`src/s512_pkg.sv`:
```
// Shared types, constants and round functions for the SHA-512 hash engine.
// No dependencies; imported by s512_sched and sha512_hash_engine.
`default_nettype none

package s512_pkg;

    localparam int unsigned WORD_W     = 64;
    localparam int unsigned BLOCK_WDS  = 16;
    localparam int unsigned ROUNDS     = 80;
    localparam int unsigned HASH_WDS   = 8;
    localparam logic [7:0]  PAD_LIMIT  = 8'd112;
    localparam logic [7:0]  BLOCK_BYTES = 8'd128;
    localparam logic [7:0]  PAD_BYTE   = 8'h80;
    localparam logic [63:0] PAD_WORD   = {PAD_BYTE, 56'd0};

    localparam logic [63:0] IV [HASH_WDS] = '{
        64'h6a09e667f3bcc908, 64'hbb67ae8584caa73b,
        64'h3c6ef372fe94f82b, 64'ha54ff53a5f1d36f1,
        64'h510e527fade682d1, 64'h9b05688c2b3e6c1f,
        64'h1f83d9abfb41bd6b, 64'h5be0cd19137e2179
    };

    typedef struct packed {
        logic [63:0] message_word;
        logic [3:0]  valid_bytes;
        logic        end_of_message;
    } msg_item_t;

    typedef struct packed {
        logic [63:0] digest_word;
        logic [2:0]  digest_index;
        logic        digest_last;
    } digest_item_t;

    // Commands from the sequencer to the message schedule window.
    typedef struct packed {
        logic        load_word;   // store one full word at pos
        logic        load_final;  // store last word, padding and maybe length
        logic        load_extra;  // load the extra length-only block
        logic        shift;       // advance schedule by one round
        logic        put_len;     // final block carries the length
        logic        mark80;      // extra block opens with the pad byte
        logic [3:0]  pos;
        logic [3:0]  vb;
        logic [63:0] word;
        logic [63:0] bit_len;
    } sched_cmd_t;

    function automatic logic [63:0] bsig0(input logic [63:0] x);
        bsig0 = {x[27:0], x[63:28]} ^ {x[33:0], x[63:34]} ^ {x[38:0], x[63:39]};
    endfunction

    function automatic logic [63:0] bsig1(input logic [63:0] x);
        bsig1 = {x[13:0], x[63:14]} ^ {x[17:0], x[63:18]} ^ {x[40:0], x[63:41]};
    endfunction

    function automatic logic [63:0] ssig0(input logic [63:0] x);
        ssig0 = {x[0], x[63:1]} ^ {x[7:0], x[63:8]} ^ {7'd0, x[63:7]};
    endfunction

    function automatic logic [63:0] ssig1(input logic [63:0] x);
        ssig1 = {x[18:0], x[63:19]} ^ {x[60:0], x[63:61]} ^ {6'd0, x[63:6]};
    endfunction

    function automatic logic [63:0] round_k(input logic [6:0] t);
        unique case (t)
            7'd0:  round_k = 64'h428a2f98d728ae22;
            7'd1:  round_k = 64'h7137449123ef65cd;
            7'd2:  round_k = 64'hb5c0fbcfec4d3b2f;
            7'd3:  round_k = 64'he9b5dba58189dbbc;
            7'd4:  round_k = 64'h3956c25bf348b538;
            7'd5:  round_k = 64'h59f111f1b605d019;
            7'd6:  round_k = 64'h923f82a4af194f9b;
            7'd7:  round_k = 64'hab1c5ed5da6d8118;
            7'd8:  round_k = 64'hd807aa98a3030242;
            7'd9:  round_k = 64'h12835b0145706fbe;
            7'd10: round_k = 64'h243185be4ee4b28c;
            7'd11: round_k = 64'h550c7dc3d5ffb4e2;
            7'd12: round_k = 64'h72be5d74f27b896f;
            7'd13: round_k = 64'h80deb1fe3b1696b1;
            7'd14: round_k = 64'h9bdc06a725c71235;
            7'd15: round_k = 64'hc19bf174cf692694;
            7'd16: round_k = 64'he49b69c19ef14ad2;
            7'd17: round_k = 64'hefbe4786384f25e3;
            7'd18: round_k = 64'h0fc19dc68b8cd5b5;
            7'd19: round_k = 64'h240ca1cc77ac9c65;
            7'd20: round_k = 64'h2de92c6f592b0275;
            7'd21: round_k = 64'h4a7484aa6ea6e483;
            7'd22: round_k = 64'h5cb0a9dcbd41fbd4;
            7'd23: round_k = 64'h76f988da831153b5;
            7'd24: round_k = 64'h983e5152ee66dfab;
            7'd25: round_k = 64'ha831c66d2db43210;
            7'd26: round_k = 64'hb00327c898fb213f;
            7'd27: round_k = 64'hbf597fc7beef0ee4;
            7'd28: round_k = 64'hc6e00bf33da88fc2;
            7'd29: round_k = 64'hd5a79147930aa725;
            7'd30: round_k = 64'h06ca6351e003826f;
            7'd31: round_k = 64'h142929670a0e6e70;
            7'd32: round_k = 64'h27b70a8546d22ffc;
            7'd33: round_k = 64'h2e1b21385c26c926;
            7'd34: round_k = 64'h4d2c6dfc5ac42aed;
            7'd35: round_k = 64'h53380d139d95b3df;
            7'd36: round_k = 64'h650a73548baf63de;
            7'd37: round_k = 64'h766a0abb3c77b2a8;
            7'd38: round_k = 64'h81c2c92e47edaee6;
            7'd39: round_k = 64'h92722c851482353b;
            7'd40: round_k = 64'ha2bfe8a14cf10364;
            7'd41: round_k = 64'ha81a664bbc423001;
            7'd42: round_k = 64'hc24b8b70d0f89791;
            7'd43: round_k = 64'hc76c51a30654be30;
            7'd44: round_k = 64'hd192e819d6ef5218;
            7'd45: round_k = 64'hd69906245565a910;
            7'd46: round_k = 64'hf40e35855771202a;
            7'd47: round_k = 64'h106aa07032bbd1b8;
            7'd48: round_k = 64'h19a4c116b8d2d0c8;
            7'd49: round_k = 64'h1e376c085141ab53;
            7'd50: round_k = 64'h2748774cdf8eeb99;
            7'd51: round_k = 64'h34b0bcb5e19b48a8;
            7'd52: round_k = 64'h391c0cb3c5c95a63;
            7'd53: round_k = 64'h4ed8aa4ae3418acb;
            7'd54: round_k = 64'h5b9cca4f7763e373;
            7'd55: round_k = 64'h682e6ff3d6b2b8a3;
            7'd56: round_k = 64'h748f82ee5defb2fc;
            7'd57: round_k = 64'h78a5636f43172f60;
            7'd58: round_k = 64'h84c87814a1f0ab72;
            7'd59: round_k = 64'h8cc702081a6439ec;
            7'd60: round_k = 64'h90befffa23631e28;
            7'd61: round_k = 64'ha4506cebde82bde9;
            7'd62: round_k = 64'hbef9a3f7b2c67915;
            7'd63: round_k = 64'hc67178f2e372532b;
            7'd64: round_k = 64'hca273eceea26619c;
            7'd65: round_k = 64'hd186b8c721c0c207;
            7'd66: round_k = 64'heada7dd6cde0eb1e;
            7'd67: round_k = 64'hf57d4f7fee6ed178;
            7'd68: round_k = 64'h06f067aa72176fba;
            7'd69: round_k = 64'h0a637dc5a2c898a6;
            7'd70: round_k = 64'h113f9804bef90dae;
            7'd71: round_k = 64'h1b710b35131c471b;
            7'd72: round_k = 64'h28db77f523047d84;
            7'd73: round_k = 64'h32caab7b40c72493;
            7'd74: round_k = 64'h3c9ebe0a15c9bebc;
            7'd75: round_k = 64'h431d67c49c100d4c;
            7'd76: round_k = 64'h4cc5d4becb3e42b6;
            7'd77: round_k = 64'h597f299cfc657e2a;
            7'd78: round_k = 64'h5fcb6fab3ad6faec;
            7'd79: round_k = 64'h6c44198c4a475817;
            default: round_k = 64'd0;
        endcase
    endfunction

endpackage

`default_nettype wire

```
`src/s512_sched.sv`:
```
// SHA-512 block buffer and message schedule: a 16-word window that is
// filled from input beats and shifts one word per round. Uses s512_pkg.
`default_nettype none

module s512_sched import s512_pkg::*;
(
    input  wire logic        clk,
    input  wire sched_cmd_t  cmd,
    output logic [63:0]      w_cur
);

    logic [63:0] win_reg  [BLOCK_WDS];
    logic [63:0] win_next [BLOCK_WDS];
    logic [63:0] new_w;
    logic [63:0] last_word;

    assign w_cur = win_reg[0];

    // W[t+16] from the window taps t, t+1, t+9, t+14
    assign new_w = ssig1(win_reg[14]) + win_reg[9] + ssig0(win_reg[1]) + win_reg[0];

    // keep leading valid bytes, pad byte right after them, zeros beyond
    always_comb
    begin
        for (int j = 0; j < 8; j++)
        begin
            if (4'(j) < cmd.vb)
                last_word[63 - 8*j -: 8] = cmd.word[63 - 8*j -: 8];
            else if (4'(j) == cmd.vb)
                last_word[63 - 8*j -: 8] = PAD_BYTE;
            else
                last_word[63 - 8*j -: 8] = 8'd0;
        end
    end

    always_comb
    begin
        win_next = win_reg;
        priority if (cmd.shift)
        begin
            for (int i = 0; i < BLOCK_WDS - 1; i++)
                win_next[i] = win_reg[i + 1];
            win_next[BLOCK_WDS - 1] = new_w;
        end
        else if (cmd.load_word)
        begin
            win_next[cmd.pos] = cmd.word;
        end
        else if (cmd.load_final)
        begin
            for (int i = 0; i < BLOCK_WDS; i++)
            begin
                if (4'(i) == cmd.pos)
                    win_next[i] = last_word;
                else if (({1'b0, cmd.pos} + 5'd1 == 5'(i)) && (cmd.vb == 4'd8))
                    win_next[i] = PAD_WORD;
                else if (4'(i) > cmd.pos)
                    win_next[i] = 64'd0;
            end
            if (cmd.put_len)
                win_next[BLOCK_WDS - 1] = cmd.bit_len;
        end
        else if (cmd.load_extra)
        begin
            for (int i = 0; i < BLOCK_WDS; i++)
                win_next[i] = 64'd0;
            win_next[0] = cmd.mark80 ? PAD_WORD : 64'd0;
            win_next[BLOCK_WDS - 1] = cmd.bit_len;
        end
        else
        begin
            win_next = win_reg;
        end
    end

    always_ff @(posedge clk)
    begin
        win_reg <= win_next;
    end

endmodule

`default_nettype wire

```
`config.mk`:
```
export PLATFORM = sky130hd
export DESIGN_NAME = s512_sched
export DESIGN_NICKNAME = d
export VERILOG_FILES = /design/src/s512_pkg.sv /design/src/s512_sched.sv
export SDC_FILE = /design/constraint.sdc
export NUM_CORES = 2
export LEC_CHECK = 0
export BUFFER_PORTS_ARGS = -buffer_cell sky130_fd_sc_hd__buf_2
export CAP_MARGIN = 20
export CORE_MARGIN = 3
export CORE_UTILIZATION = 57
export CTS_BUF_LIST = sky130_fd_sc_hd__clkbuf_16
export CTS_CLUSTER_DIAMETER = 30
export DETAILED_ROUTE_END_ITERATION = 6
export PLACE_DENSITY = 0.89
export SLEW_MARGIN = 10
export SYNTH_ARGS = -nofsm -noshare
export SYNTH_HDL_FRONTEND = slang
export SYNTH_SLANG_ARGS = --single-unit
```
`constraint.sdc`:
```
create_clock -name clk -period 6.3 [get_ports clk]
set_input_delay 0.63 -clock clk [delete_from_list [all_inputs] [get_ports clk]]
set_output_delay 0.63 -clock clk [all_outputs]
set_load 0.005 [all_outputs]
```
==> metrics.md <==
| Metric | Value |
|---|---|
| Register bit count reported by yosys | 1,024 |
| Pin count of the biggest net entering global routing | 218 |
| Max FFs per register | 960 |
| Gate power share | 45.2% |
| Number of clock sinks seen by CTS | 1,024 |
| RSZ-0062 raised after global routing | false |
| Number of buffers inserted during clock tree synthesis | 191 |
| Netlist area before placement | 0.05299 mm2 |
| Average footprint of a synthesized cell | 11.78 um2 |
| Net switching component of the power | 15,420 uW |
| Post_cts resized | 0 |
| Synthesized netlist net count | 4,829 |
| Most common cell after layout, fill and taps aside | sky130_fd_sc_hd__edfxtp_1 |
| Number of flops mapped to enable cells by yosys | 1,024 |
| Synth warnings | 0 |
| Most used flip-flop cell after synthesis | sky130_fd_sc_hd__edfxtp_1 |
| Overall Power | 37,020 uW |
| Wirelength, routed | 187.9 mm |
| Final max-slew violation count | 0 |
| Top cell type's share of synthesized area | 58.03% |
| Number of standard cells after synthesis | 4,497 |
| Cell row count | 111 |
| Depth of the worst register-to-register path | 15 |
| Crit path required time | 6.78 ns |
| Startpoint kind of the worst setup timing path | flip-flop |
| Largest driver fanout on the critical path | 7 |
| Switching Fraction | 41.66% |
| Clock tree root buffer cell | sky130_fd_sc_hd__clkbuf_16 |
| Highest Clock Rate | 171.3 MHz |
| Count of input and output buffers | 206 |
| Worst VDD drop | 0.0003677 V |
| Placer Congestion | 1.025 |
| Worst skew pair latency | 0.79 ns |
| First-pass DRT Iterations | 7 |
| Routed WL per cell | 31.66 um |
| Number of antenna violations at the first check in global routing | 8 |
| Die width | 310.9 um |
| Number of global-route vias before repair | 38,770 |
| Total negative slack for setup checks | 0 ns |
| Overall die area | 0.09666 mm2 |
| Filler-free cell count of the finished design | 5,935 |
| DRC errors left | 3 |
| Min-Delay Endpoint | win_reg[42]$_DFFE_PP_ |
| Fin crit share | 92.69% |
| Count of H-tree levels built during CTS | 4 |
| Setup violation total in the final timing report | 0 |
| Number of hold buffers added after CTS | 0 |
| Clock Tree Buf Depth | 3 |
| Buffer count from post-CTS setup fixing | 0 |
| Initial detailed-routing violation count | 7,797 |
| Share of power burned in registers | 26.6% |
| Critical register-to-register path startpoint | win_reg[105]$_DFFE_PP_ |
| Count of distinct cell types in the synthesized netlist | 87 |
| Hold path startpoint | cmd[42] |
| Min setup slack post-route | 0.4608 ns |
| Most area-hungry cell type in the Yosys netlist | sky130_fd_sc_hd__edfxtp_1 |
| Starting density of the core | 57.63% |
| Clock Skews | 0.03869 ns |
| DP HPWL | 125.7 mm |
| GR Util All Layers | 38.01% |
| R2r endpoint | win_reg[49]$_DFFE_PP_ |
| Placement-stage worst setup slack | 0.6764 ns |
| Antenna Nets Post-Route | 0 |
| Worst Max-Slew Pin Slew | 1.231 ns |
| Number of vias per cell | 6.885 |
| Power density over the cells | 603.4 mW/mm2 |
| Die outline height | 310.9 um |
| Fraction of layout instances using a drive strength above 1 | 14.29% |
| Clock period minus final worst setup slack | 5.839 ns |
| Cell types occupying the most area after synthesis | sky130_fd_sc_hd__edfxtp_1 58%, sky130_fd_sc_hd__a22o_1 7.9%, sky130_fd_sc_hd__fa_1 4.8% |
| WS Path Type | flip-flop to flip-flop |
| Run status | finished, violations left |
| Arrival @ worst endpoint | 6.32 ns |
| Most used cells in the layout excluding fill and tap cells | 1,024 x sky130_fd_sc_hd__edfxtp_1, 578 x sky130_fd_sc_hd__nand2_1, 502 x sky130_fd_sc_hd__o21ai_0 |
| Placeable Area | 0.09194 mm2 |
| Register-to-Register Setup Slack | 0.46 ns |
| Reported leakage power | 0.02377 uW |
| Global-route congestion overflow total | 0 |
| Setup crit end kind | flip-flop |
| Hold Vio Cnt, Final | 0 |
| Worst relative slew slack | 17.94% |
| Clock tree from TritonCTS | built |
| Type of the most critical hold path | primary input to flip-flop |
| Area growth from synthesis to layout | 15.76% |
| Max-cap violations | 0 |
| Via count | 40,860 |
| Final Net Count | 4,862 |
| Share of async-settable or async-resettable flops after synthesis | 0% |
| Seq/Total Area, Yosys | 58.03% |
| Clock transition at the registers of the reported paths | 0.05 ns |
| First-pass GRT wire length | 268.4 mm |
| Violated checks | design-rule violations |
| Placed instance count | 5,573 |
| Internal Pwr Total | 21,600 uW |
| IO Pins | 207 |
| Worst hold path stage count | 3 |
| Clock group share of total power | 28.2% |
## layout make-up
| cell class | instances | area [um2] |
|---|---|---|
| Antenna cell | 3 | 7.507 |
| Clock buffer | 193 | 4830 |
| Clock inverter | 159 | 1789 |
| Fill cell | 6460 | 30600 |
| Inverter | 264 | 991.0 |
| Multi-Input combinational cell | 2765 | 19610 |
| Sequential cell | 1024 | 30750 |
| Tap cell | 1243 | 1555 |
| Timing Repair Buffer | 284 | 1813 |
## routing by layer
layer	up-vias	wire length, um	GRT usage, %
met5	-	0	0
li1	16510	-	-
met1	19970	69510	52.73
met2	3811	80760	55.14
met3	570	29040	13.41
met4	0	8615	15.02
## cell usage after synthesis, drive strengths merged (4+ instances only)
library cell  instances
a2111oi               4
a211o                 6
a211oi               13
a21o                 42
a21oi               164
a221oi               48
a22o                476
a22oi                25
a311oi                9
a31oi                 9
a32oi                 4
and2                 39
and3                  8
buf                  89
clkbuf              355
edfxtp             1024
fa                  126
ha                   63
inv                 263
nand2               578
nand2b               16
nand3                30
nand4                24
nor2                106
nor2b                14
nor3                 21
o211ai               11
o21a                  9
o21ai               510
o21bai               15
o221ai                5
o22ai                37
o31ai                 4
or3                   7
xnor2               176
xor2                121
## power groups by stage
stage,Sequential (uW),Clock [uW],Combinational [uW]
after CTS,9780,10500,16200
after global routing,9870,10800,17800
after global placement,9830,0,16000
final,9840,10400,16700
after floorplan,9530,0,11200
after detailed placement,9880,0,16000
## worst max-delay path by stage
stage                                   endpoint                    from  slack [ns]
after floorplan           win_reg[128]$_DFFE_PP_                cmd[132]        0.79
after global placement     win_reg[49]$_DFFE_PP_  win_reg[105]$_DFFE_PP_        0.57
after detailed placement   win_reg[49]$_DFFE_PP_  win_reg[105]$_DFFE_PP_        0.68
after CTS                  win_reg[49]$_DFFE_PP_  win_reg[105]$_DFFE_PP_        0.63
after global routing       win_reg[49]$_DFFE_PP_   win_reg[93]$_DFFE_PP_        0.32
final                      win_reg[49]$_DFFE_PP_  win_reg[105]$_DFFE_PP_        0.46
## cells by family (layout without fill, tap and decap cells)
logic type,after synthesis,after routing,share of synthesized area (%)
flip-flops,1024,1024,58.03
multiplexers,2,2,0.04014
XOR/XNOR,297,297,4.909
AO/OA/AOI/OAI,1413,1413,18.31
AND/OR/NAND/NOR,864,864,6.956
buffers and inverters,708,900,5.509
adder cells (fa/ha/maj),189,189,6.248
other,0,3,0
## per-stage QoR
stage | utilization (%) | cell area (um2) | hold WS (ns)
final | 66.72 | 61340 | 0.2536
after floorplan | - | 52990 | 0.4984
after detailed placement | 59.37 | 54590 | 0.5102
after global placement | 59.37 | 54580 | 0.5013
after global routing | 66.72 | 61340 | 0.2555
after CTS | 66.57 | 61210 | 0.2104
## critical path, cell delays in order (launching register included)
cell and delay (ns):
sky130_fd_sc_hd__edfxtp_1 0.62, sky130_fd_sc_hd__xor2_1 0.26, sky130_fd_sc_hd__xnor2_1 0.45, sky130_fd_sc_hd__fa_1 0.53, sky130_fd_sc_hd__fa_1 0.50, sky130_fd_sc_hd__inv_1 0.05, sky130_fd_sc_hd__ha_1 0.41, sky130_fd_sc_hd__a21oi_1 0.34
sky130_fd_sc_hd__a21oi_1 0.12, sky130_fd_sc_hd__a211oi_1 0.46, sky130_fd_sc_hd__nor2_1 0.14, sky130_fd_sc_hd__a211oi_1 0.49, sky130_fd_sc_hd__nand4b_1 0.49, sky130_fd_sc_hd__a41oi_1 0.40, sky130_fd_sc_hd__xor2_1 0.17, sky130_fd_sc_hd__a21oi_1 0.08
No activity file was read; power rests on OpenSTA's default activity.
